## src/hw/rtl/matrix_multiply_4x4_assert.svh

```systemverilog
// ----------------------------------------------------------------------------
// Assertion macros for the matrix multiply block
// Short forms for clocked implication checks with an asynchronous reset.
// ----------------------------------------------------------------------------
`ifndef MATRIX_MULTIPLY_4X4_ASSERT_SVH
`define MATRIX_MULTIPLY_4X4_ASSERT_SVH

// The consequent must hold in the same cycle as the antecedent.
`define MMUL_ASSERT_SAME(label, clk, rst_n, pre, post) \
	label: assert property (@(posedge clk) disable iff (!rst_n) (pre) |-> (post)) \
		else $error("assertion failed: same-cycle implication");

// The consequent must hold in the cycle after the antecedent.
`define MMUL_ASSERT_NEXT(label, clk, rst_n, pre, post) \
	label: assert property (@(posedge clk) disable iff (!rst_n) (pre) |=> (post)) \
		else $error("assertion failed: next-cycle implication");

`endif

```

## src/hw/rtl/mmul_pkg.sv

```systemverilog
// ----------------------------------------------------------------------------
// Matrix multiply package
// Shared constants and the control beat that runs down the cell chain.
// ----------------------------------------------------------------------------
`default_nettype none

package mmul_pkg;

	localparam int DIM_DEF       = 4;
	localparam int FRAC_BITS_DEF = 16;
	localparam int DATA_W        = 32;
	localparam int PROD_W        = 2 * DATA_W;

	// Control that travels alongside each partial sum.
	typedef struct packed {
		logic valid;
		logic last;
	} ctrl_t;

endpackage

`default_nettype wire

```

## src/hw/rtl/mmul_sat.sv

```systemverilog
// ----------------------------------------------------------------------------
// Matrix multiply output stage
// Clamps the finished sum to 32 bits and registers the result beat.
// ----------------------------------------------------------------------------
`default_nettype none

module mmul_sat #(
	parameter int DIM       = mmul_pkg::DIM_DEF,
	parameter int FRAC_BITS = mmul_pkg::FRAC_BITS_DEF,
	localparam int ROW_W    = $clog2(DIM),
	localparam int IDX_W    = $clog2(DIM * DIM),
	localparam int ACC_W    = mmul_pkg::PROD_W - FRAC_BITS + $clog2(DIM)
) (
	input  wire                                 clk,
	input  wire                                 arst_n,
	input  wire  mmul_pkg::ctrl_t               ctrl_in,
	input  wire  [ROW_W-1:0]                    row_in,
	input  wire  [ROW_W-1:0]                    col_in,
	input  wire  signed [ACC_W-1:0]             acc_in,
	output logic                                result_valid,
	output logic signed [mmul_pkg::DATA_W-1:0]  product_element,
	output logic [IDX_W-1:0]                    product_index,
	output logic                                last_of_matrix
);

	localparam logic signed [ACC_W-1:0] SAT_HI = ACC_W'(32'sh7FFF_FFFF);
	localparam logic signed [ACC_W-1:0] SAT_LO = ACC_W'(32'sh8000_0000);

	logic signed [mmul_pkg::DATA_W-1:0] clamped;
	logic        [IDX_W-1:0]            flat_idx;

	always_comb begin
		if (acc_in > SAT_HI) begin
			clamped = 32'sh7FFF_FFFF;
		end else if (acc_in < SAT_LO) begin
			clamped = 32'sh8000_0000;
		end else begin
			clamped = acc_in[mmul_pkg::DATA_W-1:0];
		end
	end

	assign flat_idx = IDX_W'(IDX_W'(row_in) * IDX_W'(DIM) + IDX_W'(col_in));

	always_ff @(posedge clk or negedge arst_n) begin
		if (!arst_n) begin
			result_valid <= 1'b0;
		end else begin
			result_valid <= ctrl_in.valid;
		end
	end

	always_ff @(posedge clk) begin
		product_element <= clamped;
		product_index   <= flat_idx;
		last_of_matrix  <= ctrl_in.last;
	end

endmodule

`default_nettype wire

```

## config.mk

```make
export PLATFORM = sky130hd
export DESIGN_NAME = mmul_sat
export DESIGN_NICKNAME = d
export VERILOG_FILES = /design/src/hw/rtl/matrix_multiply_4x4_assert.svh /design/src/hw/rtl/mmul_pkg.sv /design/src/hw/rtl/mmul_sat.sv
export SDC_FILE = /design/constraint.sdc
export NUM_CORES = 1
export LEC_CHECK = 0
export BUFFER_PORTS_ARGS = -buffer_cell sky130_fd_sc_hd__buf_2
export CORE_MARGIN = 2
export CORE_UTILIZATION = 35
export CTS_BUF_LIST = sky130_fd_sc_hd__clkbuf_8
export CTS_CLUSTER_SIZE = 8
export DETAILED_ROUTE_END_ITERATION = 10
export PLACE_DENSITY = 0.86
export SLEW_MARGIN = 20
export SYNTH_ARGS = -nofsm -noshare
export SYNTH_HDL_FRONTEND = slang
export SYNTH_SLANG_ARGS = --single-unit
```

## constraint.sdc

```tcl
create_clock -name clk -period 0.8 [get_ports clk]
set_clock_uncertainty 0.2 [all_clocks]
set_input_delay 0.2 -clock clk [delete_from_list [all_inputs] [get_ports clk]]
set_output_delay 0.2 -clock clk [all_outputs]
set_load 0.05 [all_outputs]
```

Word level (Yosys, flattened, before mapping) --
Cells that the tools add are included. W data, S select, Z words.
Word-level totals: output and inout port bits 38, word-level logic and storage cells 8, bits in registers 38, input port bits 58
Operators by class: muxes and demuxes 1, magnitude comparators 2, add/sub/neg operators 1
Operators by type and width (number):
- $gt A50 B32 Y1 const B | 1
- $lt A50 B32 Y1 const B | 1
- $mux W32 | 1
- $add A4 B2 Y4 | 1

Depth between registers and ports, before layout --
word-level depth 2, gate-level depth with buffers 5, depth with buffers taken out 4

Least setup slack after synthesis --
No wires, ideal clock.
path kind input to register, start input port acc_in[42], end register product_element[10] in the netlist's numbering, setup time 0.058 ns, data required time 0.542 ns, buffers on the path 1, arrival time 1.201 ns, slack -0.659 ns, stages 5, cell sequence nand4_1 > or3_4 > o31ai_4 > buf_6 > a21o_1
On the way: longest elaborated chain between the ends 2, elaborated cells between the ends (all ways) 3, classes of those cells 2 x order compare; 1 x mux
Ends and longest elaborated chain:
- from (decl) | RTL line mmul_sat.sv:19 | input wire signed [ACC_W-1:0] acc_in,
- $lt A50 B32 Y1 | RTL line mmul_sat.sv:35 | end else if (acc_in < SAT_LO) begin
- $mux W32 | RTL line mmul_sat.sv:35
- to (signal assigned) | RTL line mmul_sat.sv:53 | product_element <= clamped;
- to (decl) | RTL line mmul_sat.sv:21 | output logic signed [mmul_pkg::DATA_W-1:0] product_element,
Parallel ways exist; a longest one is shown, timed or not. A chain may end at the register's enable or synchronous reset.

Worst setup path in the final report --
start input port acc_in[45], end register product_element[18] in the netlist's numbering
Same word-level chain as after synthesis.

==> impl_metrics.yaml <==
outcome:
  outcome: "finished, violations left"
  violations: "hold timing, setup timing"
layout:
  stdcell_area_sq_mm: 0.00228
  final_nets: 250
  final_util: 0.735
  antennaDiodeCount: 0
  drive_gt1_frac: 0.782
  layout_common_cells: "buf_2 (50), buf_8 (31), a21o_1 (30), dfxtp_2 (30), buf_6 (15)"
  syn_to_final_growth_pct: 97.5
  layout_commonest_cell: "buf_2"
timing:
  post-route-period-util: 1.70
  setup_viol: 69
  hold_violations: 38
  relSlewSlack: 0.780
  fin_hold_ws_ps: -180
  finalCriticalPeriod_ps: 1360
  rsz0062_at_grt: "true"
  max_freq_ghz: 0.736
  worst_slack_ps: -558
  slew_violations: 0
  worstMarginPinSlew_ps: 327
die:
  die_h_um: 61.4
  initial_utilization: 0.372
  dieArea_sq_mm: 0.00377
  die_x_um: 61.4
  boundaryPins: 96
  rows: 20
  core_sq_mm: 0.00310
grt:
  grt_max_degree: 22
  antenna_found_initial: 0
  grt_first_pass_wirelength_um: 5100
  grt-ovfl-total: 0
  first_global_vias: 1173
  track_usage: 0.195
power_and_ir_drop:
  combPwrFrac: 0.252
  power_mw: 4.58
  powerDensity_mw_per_mm2: 2010
  clkPwrFrac: 0.287
  p_leak_nw: 1.13
  p_switching_mw: 1.33
  swShare: 0.290
  vdd_drop_max_mv: 0.961
  p_seq_frac: 0.460
  internal_power_mw: 3.25
yosys:
  syn_inst: 90
  yosysSeqAreaShare: 0.663
  ys_ff_latch: 38
  netlist-cell-type-count: 15
  ys_warn_count: 0
  netlist_area_sq_mm: 0.00115
  syn-num-nets: 148
  syn_area_per_cell_sq_um: 12.8
detailed_routing:
  wl_um: 3530
  drtIter0Drc: 34
  vias_per_cell: 4.60
  vias: 1090
  wl_per_cell_um: 14.9
  ant_nets: 0
  first_pass_iters: 4
  drc: 0
placement:
  place_area_sq_mm: 0.00174
  gp_congestion: 0.749
  pre_cts_ws_ps: -828
  port_buffers: 95
clocking:
  cts_setup_buffers: 0
  cts_root_buffer: "clkbuf_8"
  clock_sinks: 38
  cts_tree: "built"
  clk_pin_slew_ps: 70
  clockBufferDepth: 2
  cts_buffers: 5
  ctsHoldBuffers: 1
  ctsHtreeMaxLevel: 2
critical_path:
  path_max_fanout: 21
  critPathRequiredTime_ps: 830
  path_class: "in -> reg"
  cp-start-kind: "primary input"
  crit_arrival_ps: 1380
  worst_setup_path_end_kind: "flop"
flow_run:
  maxCapViolations: 0
min_path:
  hold_class: "in -> reg"
-- cell usage after synthesis, drive strengths merged --
library cell / n / area share
and3: 1 / 0.0054
dfrtp: 1 / 0.022
a21o: 31 / 0.20
nor4: 4 / 0.022
buf: 5 / 0.038
nand2: 1 / 0.0032
nand4: 4 / 0.022
or3: 1 / 0.0098
nor3: 1 / 0.0043
clkbuf: 2 / 0.0065
o31ai: 1 / 0.018
a31oi: 1 / 0.0054
dfxtp: 37 / 0.64
-- through the flow --
| step | instances | hold slack (ps) | TNS, ps |
|---|---|---|---|
| final | 237 | -180 | -30140 |
| after global routing | 237 | -195 | -32720 |
| after CTS | 237 | -184 | -28980 |
| after detailed placement | 228 | -223 | -30310 |
| after global placement | 228 | -226 | -29580 |
| after floorplan | 90 | -296 | -26070 |
-- kinds of logic after synthesis --
logic type,share of synthesized area
AO/OA/AOI/OAI,0.226
buffers and inverters,0.0444
flip-flops,0.663
AND/OR/NAND/NOR,0.0661
-- worst max-delay path, cell delays in order --
cell	delay [ps]
buf_6	70
nand4_1	110
or3_4	410
o31ai_4	250
buf_12	190
a21o_1	140
-- timing repair --
action,4_1_cts,5_1_grt
gates resized for setup,126,19
endpoints found under the setup margin,69,69
hold endpoints to repair,39,38
gates cloned,0,0
-- power by group through the flow --
| stage | clock, mW | combinational, mW | sequential, mW |
|---|---|---|---|
| detailed placement | 0 | 0.894 | 2.08 |
| floorplan | 0 | 0.142 | 2.52 |
| CTS | 1.33 | 1.10 | 2.09 |
| finish | 1.32 | 1.15 | 2.11 |
| global route | 1.44 | 1.21 | 2.12 |
| global placement | 0 | 0.880 | 2.07 |
-- routing by layer --
| layer | vias up | share of wire | track usage |
|---|---|---|---|
| met5 | - | 0 | 0 |
| met3 | 6 | 0.091 | 0.0651 |
| met1 | 495 | 0.31 | 0.162 |
| met4 | 0 | 0.015 | 0.0729 |
| met2 | 67 | 0.58 | 0.409 |
| li1 | 522 | - | - |
-- cell type report --
| type | instances | area (sq um) |
|---|---|---|
| multi-input cells | 45 | 344 |
| flip-flops and latches | 38 | 831 |
| repair buffers | 102 | 957 |
| clock buffers | 6 | 82.6 |
| well taps | 44 | 55.1 |
| clock inverters | 2 | 11.3 |
| fillers | 219 | 822 |
-- flip-flops by register name, indices dropped and copies added (netlist names) --
signal,flops
product_element,32
product_index,4
last_of_matrix,1
result_valid,1
-- path summary, 6_finish.rpt --
path | start | cells after the start | to | slack, ps
setup / recovery | acc_in[45] | 6 | product_element[18] | -560
hold / removal | col_in[0] | 1 | product_index[0] | -180
max in group asynchronous | arst_n | 2 | result_valid | 270
min in group asynchronous | arst_n | 2 | result_valid | 40
Note: power is estimated with default switching activity, not from simulation.
