[src/hw/rtl/matrix_multiply_4x4_assert.svh]
// ----------------------------------------------------------------------------
// Assertion macros for the matrix multiply block
// Short forms for clocked implication checks with an asynchronous reset.
// ----------------------------------------------------------------------------
`ifndef MATRIX_MULTIPLY_4X4_ASSERT_SVH
`define MATRIX_MULTIPLY_4X4_ASSERT_SVH

// The consequent must hold in the same cycle as the antecedent.
`define MMUL_ASSERT_SAME(label, clk, rst_n, pre, post) \
	label: assert property (@(posedge clk) disable iff (!rst_n) (pre) |-> (post)) \
		else $error("assertion failed: same-cycle implication");

// The consequent must hold in the cycle after the antecedent.
`define MMUL_ASSERT_NEXT(label, clk, rst_n, pre, post) \
	label: assert property (@(posedge clk) disable iff (!rst_n) (pre) |=> (post)) \
		else $error("assertion failed: next-cycle implication");

`endif

[src/hw/rtl/mmul_pkg.sv]
// ----------------------------------------------------------------------------
// Matrix multiply package
// Shared constants and the control beat that runs down the cell chain.
// ----------------------------------------------------------------------------
`default_nettype none

package mmul_pkg;

	localparam int DIM_DEF       = 4;
	localparam int FRAC_BITS_DEF = 16;
	localparam int DATA_W        = 32;
	localparam int PROD_W        = 2 * DATA_W;

	// Control that travels alongside each partial sum.
	typedef struct packed {
		logic valid;
		logic last;
	} ctrl_t;

endpackage

`default_nettype wire

[src/hw/rtl/mmul_cell.sv]
// ----------------------------------------------------------------------------
// Matrix multiply cell
// Holds one left column and one right row, multiplies one pair per beat and
// adds the term to the partial sum handed in by the previous cell.
// ----------------------------------------------------------------------------
`default_nettype none

module mmul_cell #(
	parameter int DIM       = mmul_pkg::DIM_DEF,
	parameter int FRAC_BITS = mmul_pkg::FRAC_BITS_DEF,
	parameter int CELL_IDX  = 0,
	localparam int ROW_W    = $clog2(DIM),
	localparam int IDX_W    = $clog2(DIM * DIM),
	localparam int ACC_W    = mmul_pkg::PROD_W - FRAC_BITS + $clog2(DIM)
) (
	input  wire                                 clk,
	input  wire                                 arst_n,
	input  wire                                 wr_en,
	input  wire  [IDX_W-1:0]                    wr_idx,
	input  wire  [mmul_pkg::DATA_W-1:0]         wr_lhs,
	input  wire  [mmul_pkg::DATA_W-1:0]         wr_rhs,
	input  wire  mmul_pkg::ctrl_t               ctrl_in,
	input  wire  [ROW_W-1:0]                    row_in,
	input  wire  [ROW_W-1:0]                    col_in,
	input  wire  signed [ACC_W-1:0]             acc_in,
	output mmul_pkg::ctrl_t                     ctrl_out,
	output logic [ROW_W-1:0]                    row_out,
	output logic [ROW_W-1:0]                    col_out,
	output logic signed [ACC_W-1:0]             acc_out
);

	localparam int TERM_W = mmul_pkg::PROD_W - FRAC_BITS;

	// Column CELL_IDX of the left matrix and row CELL_IDX of the right one.
	logic [mmul_pkg::DATA_W-1:0] lcol_q [DIM];
	logic [mmul_pkg::DATA_W-1:0] rrow_q [DIM];

	logic signed [mmul_pkg::DATA_W-1:0] op_a;
	logic signed [mmul_pkg::DATA_W-1:0] op_b;
	logic signed [mmul_pkg::PROD_W-1:0] prod;

	mmul_pkg::ctrl_t                    ctrl_s1;
	logic [ROW_W-1:0]                   row_s1;
	logic [ROW_W-1:0]                   col_s1;
	logic signed [ACC_W-1:0]            acc_s1;
	logic signed [mmul_pkg::PROD_W-1:0] prod_s1;
	logic signed [TERM_W-1:0]           term;

	mmul_pkg::ctrl_t                    ctrl_s2;
	logic [ROW_W-1:0]                   row_s2;
	logic [ROW_W-1:0]                   col_s2;
	logic signed [ACC_W-1:0]            acc_s2;

	always_ff @(posedge clk) begin
		for (int k = 0; k < DIM; k++) begin
			if (wr_en && wr_idx == IDX_W'(k * DIM + CELL_IDX)) begin
				lcol_q[k] <= wr_lhs;
			end
			if (wr_en && wr_idx == IDX_W'(CELL_IDX * DIM + k)) begin
				rrow_q[k] <= wr_rhs;
			end
		end
	end

	assign op_a = $signed(lcol_q[row_in]);
	assign op_b = $signed(rrow_q[col_in]);
	assign prod = op_a * op_b;

	always_ff @(posedge clk or negedge arst_n) begin
		if (!arst_n) begin
			ctrl_s1 <= '0;
			ctrl_s2 <= '0;
		end else begin
			ctrl_s1 <= ctrl_in;
			ctrl_s2 <= ctrl_s1;
		end
	end

	// The arithmetic shift rounds each term toward minus infinity.
	assign term = $signed(prod_s1[mmul_pkg::PROD_W-1:FRAC_BITS]);

	always_ff @(posedge clk) begin
		row_s1  <= row_in;
		col_s1  <= col_in;
		acc_s1  <= acc_in;
		prod_s1 <= prod;
		row_s2  <= row_s1;
		col_s2  <= col_s1;
		acc_s2  <= acc_s1 + ACC_W'(term);
	end

	assign ctrl_out = ctrl_s2;
	assign row_out  = row_s2;
	assign col_out  = col_s2;
	assign acc_out  = acc_s2;

endmodule

`default_nettype wire

[config.mk]
export PLATFORM = sky130hd
export DESIGN_NAME = mmul_cell
export DESIGN_NICKNAME = d
export VERILOG_FILES = /design/src/hw/rtl/matrix_multiply_4x4_assert.svh /design/src/hw/rtl/mmul_pkg.sv /design/src/hw/rtl/mmul_cell.sv
export SDC_FILE = /design/constraint.sdc
export NUM_CORES = 2
export LEC_CHECK = 0
export BUFFER_PORTS_ARGS = -buffer_cell sky130_fd_sc_hd__buf_2
export CORE_ASPECT_RATIO = 0.8
export CORE_UTILIZATION = 60
export DETAILED_ROUTE_END_ITERATION = 16
export GPL_ROUTABILITY_DRIVEN = 0
export PLACE_DENSITY = 0.78
export SYNTH_ARGS = -nofsm -noshare
export SYNTH_HDL_FRONTEND = slang
export SYNTH_SLANG_ARGS = --single-unit
[constraint.sdc]
create_clock -name clk -period 10.5 [get_ports clk]
set_input_delay 2.1 -clock clk [delete_from_list [all_inputs] [get_ports clk]]
set_output_delay 2.1 -clock clk [all_outputs]
set_load 0.01 [all_outputs]
---- After elaboration in Yosys (flattened, before gate mapping) ----
Memory sizes are Yosys's and may differ from the RTL's.
Index checks and enable logic that the tools add are counted.
storage, ports and cells
  register bits ........................... 176
  latch bits .............................. 0
  RAM bits ................................ 256
  memory bits (read-only) ................. 0
  bits of input ports ..................... 127
  word-level logic and storage cells ...... 67
  memories ................................ 2
memory list
  name    words  bits a word  rd ports  clocked after memory_dff  write ports  line             source
  lcol_q  4      32           1         0                         1            mmul_cell.sv:35  logic [mmul_pkg::DATA_W-1:0] lcol_q [DIM];
  rrow_q  4      32           1         0                         1            mmul_cell.sv:36  logic [mmul_pkg::DATA_W-1:0] rrow_q [DIM];
cells by class
  add/sub/neg operators ................... 1
  multiply operators ...................... 1
  div/mod/pow operators ................... 0
  magnitude comparators ................... 0
  equal/unequal tests ..................... 6
  shift operators ......................... 0
  mux-type cells .......................... 32
  bitwise logic cells ..................... 0
  reduce and logical (&&, ||, !) cells .... 14
operators with widths
  kind                                                             number
  32-bit two-way mux                                               6
  32-bit OR reduction                                              6
  32-bit by 32-bit multiplier with 64-bit output                   1
  50-bit by 48-bit adder with 50-bit output                        1
  1-bit two-way mux                                                20
  2-bit two-way mux                                                6
  4-bit by 2-bit == test with 1-bit output, second input constant  2
  4-bit == test, second input constant                             2
  1-bit logical AND                                                7
  4-bit by 1-bit == test with 1-bit output, second input constant  1
  4-bit by 3-bit == test with 1-bit output, second input constant  1
  4-bit zero test                                                  1

---- Logic depth before layout (Yosys ltp) ----
  depth after elaboration ................. 8
  depth in mapped cells ................... 34
  depth with buffers taken out ............ 29

---- Worst setup path after synthesis ----
Ideal clock, no wire load.
  path type ............................... input -> register
  start point ............................. in col_in[0]
  end point ............................... reg prod_s1[60] (netlist name)
  arrival time ............................ 10.380 ns
  slack ................................... 0.048 ns
  cell stages on the path ................. 28
  buffers on the path ..................... 4
  cell sequence ........................... buf_4 -> buf_1 -> clkbuf_1 -> mux2i_1 -> nand2_1 -> o21ai_0 -> clkbuf_1 -> nor2_1 -> ha_1 -> fa_1 -> fa_1 -> inv_1 -> fa_1 -> inv_1 -> fa_1 -> fa_1 -> inv_1 -> fa_1 -> inv_1 -> fa_1 -> ha_1 -> a21o_1 -> a211oi_1 -> o21ai_0 -> a31oi_1 -> o31ai_1 -> a21oi_1 -> xnor2_1
on the way
  longest elaborated chain between the ends .. 2
RTL lines
  element                                         line             source
  start: declaration                              mmul_cell.sv:24  input wire [ROW_W-1:0] col_in,
  memory 4 x 32 bit                               -
  32-bit by 32-bit multiplier with 64-bit output  mmul_cell.sv:67  assign prod = op_a * op_b;
  net prod (one bit)                              mmul_cell.sv:40  logic signed [mmul_pkg::PROD_W-1:0] prod;
  end signal: assignment                          mmul_cell.sv:86  prod_s1 <= prod;
  end: declaration                                mmul_cell.sv:46  logic signed [mmul_pkg::PROD_W-1:0] prod_s1;
The timed path passes the listed nets, and every way through them passes these cells.

---- Worst setup path in the final report ----
  start point ............................. in col_in[0]
  end point ............................... reg prod_s1[48] (netlist name)
The elaborated chain is that of the path after synthesis.

==> qor.yml <==
status: "completed"
dp_hpwl_um: 111700
num_rows: 94
hold_end: "col_out[0]$_DFF_P_"
grt_antenna_before_repair: 6
synth_ff_type: "edfxtp_1"
yosysTopAreaCellShare_pct: 43.16
reg2reg_depth: 24
synth_edf_count: 256
wl_per_cell_um: 22.11
arrival_ps: 10530
final_cells: 6198
ys_seq_area_share_pct: 21.74
synth_area_leaders: "fa_1, edfxtp_1, inv_1"
cts_buffers: 44
max_freq_ghz: 0.09961
drc: 0
boundaryPins: 183
firstDrtPassIters: 9
overflow: 0
clk_pin_slew_ps: 60
hp-class: "flop to flop"
fin_crit_sh_pct: 95.61
ys_async_sr_fraction_pct: 0.9615
rsz0062_at_grt: "no"
cts_tree: "yes"
fillers: 6073
antenna_left: 0
max_cap_violations: 0
required_ps: 10990
yosysTopAreaCell: "fa_1"
postCtsHoldBufs: 0
yosysWarnings: 0
drive_gt1_share_pct: 10.86
cts-htree-levels: 2
dieArea_sq_um: 84820
rrSetupSlack_ps: 1980
cp-end-kind: "flop"
grt_max_degree: 65
initial_core_util_pct: 60.79
crit_type: "input pin to flop"
syn_area_per_cell_sq_um: 10.38
cts_setup_buffers: 0
grt_pass1_vias: 38240
clk_latency_ps: 640
finClkSkew_ps: 39.70
post_cts_resized: 0
cp-start-kind: "input pin"
drt_wl_total_um: 137100
io_buffers: 182
groute.usage.overall_pct: 33.60
root_buffer: "clkbuf_16"
finalMaxSlewViolations: 0
final_util_pct: 67.06
setup_viol: 0
path_max_fanout: 16
drtIter0Drc: 3702
synth.net_count: 6274
holdWs_ps: 324.3
worst_slew_pin_slew_ps: 984.9
ys_seq_elements: 416
r2r_start: "rrow_q[3][3]$_DFFE_PP_"
place_inst: 6115
syn_inst: 4836
cts_sinks: 416
nets: 6495
num_vias: 35570
synth_area_sq_um: 50190
via_per_inst: 5.739
stdcell_area_sq_um: 55370
dieWidth_um: 325.4
holdPathStages: 0
placed_area_sq_um: 53780
slew_headroom_pct: 34.34
cts_buffer_depth: 3
core-area_sq_um: 82560
r2r-end: "prod_s1[48]$_DFF_P_"
grt_pass1_wl_um: 214800
synth_cell_type_count: 70
period_minus_slack_ps: 10040
die_h_um: 260.7
hp-start: "col_s1[0]$_DFF_P_"
syn2layout_area_growth_pct: 10.32
hold_viol_final: 0
-- sequential cells by signal, summed over array words and instances (netlist names) --
name      flops
ctrl_s1       2
col_out       2
lcol_q      128
acc_s1       50
acc_out      50
col_s1        2
ctrl_out      2
prod_s1      48
row_s1        2
rrow_q      128
row_out       2
-- cells in the final DEF, fill, tap and decap left out, types with 76 or more instances in the layout --
master / n
nand2_1: 580
a21oi_1: 97
xnor2_1: 76
fa_1: 1082
dfxtp_1: 156
inv_1: 957
edfxtp_1: 256
ha_1: 229
nor2_1: 550
buf_2: 182
buf_4: 157
-- synthesized netlist by cell type (all sizes together), types with 9 or more instances --
cell and number:
a211oi 9, a21o 56, a21oi 98, a31oi 16
and2 56, and3 11, buf 20, clkbuf 186
dfxtp 156, edfxtp 256, fa 1082, ha 229
inv 957, mux2 54, mux2i 54, mux4 14
nand2 581, nand2b 15, nand3 17, nand4 13
nor2 553, nor2b 15, nor3 14, o21a 56
o21ai 99, o21bai 18, xnor2 76, xor2 30
-- worst max-delay path by stage --
stage	end	slack (ps)	depth (start not counted)	from
finish	prod_s1[48]$_DFF_P_	460	26	col_in[0]
global route	prod_s1[48]$_DFF_P_	190	28	col_in[0]
CTS	prod_s1[48]$_DFF_P_	550	26	col_in[0]
detailed placement	prod_s1[48]$_DFF_P_	-50	26	col_in[0]
global placement	prod_s1[48]$_DFF_P_	20	28	row_in[1]
floorplan	prod_s1[60]$_DFF_P_	50	28	col_in[0]
-- metrics by stage --
step	worst slack, ps	TNS, ps
2_1_floorplan	48.13	0
3_3_place_gp	24.02	0
3_5_place_dp	-52.64	-106.8
4_1_cts	551.5	0
5_1_grt	192.9	0
6_report	460.8	0
-- metal layers --
metal / routed length (um) / GRT usage [%]
met5: 27 / 1.338
met4: 6286 / 13.92
met2: 61500 / 52.24
met3: 18770 / 12.27
met1: 50480 / 42.74
-- critical path, cell delays in order --
cell and delay (ps):
buf_2 220, buf_12 170, mux4_2 740, buf_4 260, nand2_1 90, fa_1 440
fa_1 520, fa_1 500, fa_1 670, inv_1 120, fa_1 510, fa_1 570
fa_1 430, fa_1 460, ha_1 390, nand2_1 120, nor2_1 60, and4_1 210
a41o_1 240, a311oi_1 660, o31ai_1 150, buf_4 180, o21ai_0 200, nor2b_1 250
o21ai_1 100, xor2_1 150
-- area by class of cell --
type                       count  area, sq um  area share (%)
antenna                        1        2.502        0.004519
clock buffer                  53         1165           2.104
clock inverter                29        421.7          0.7615
inverter                     958         3596           6.494
multi-input combinational   3256        34960           63.14
sequential                   416        10910           19.70
tap                         1104         1381           2.495
timing repair buffer         381         2930           5.292
-- kinds of logic after synthesis --
logic type      share of synthesized area [%]
fa+ha+maj                               48.86
simple gates                            10.60
buf+inv                                 8.730
flops                                   21.74
compound gates                          5.300
mux                                     2.917
xor+xnor                                1.850
Power is not shown: default switching activity piles up to over one toggle a cycle in this logic, so the estimate is an artifact.
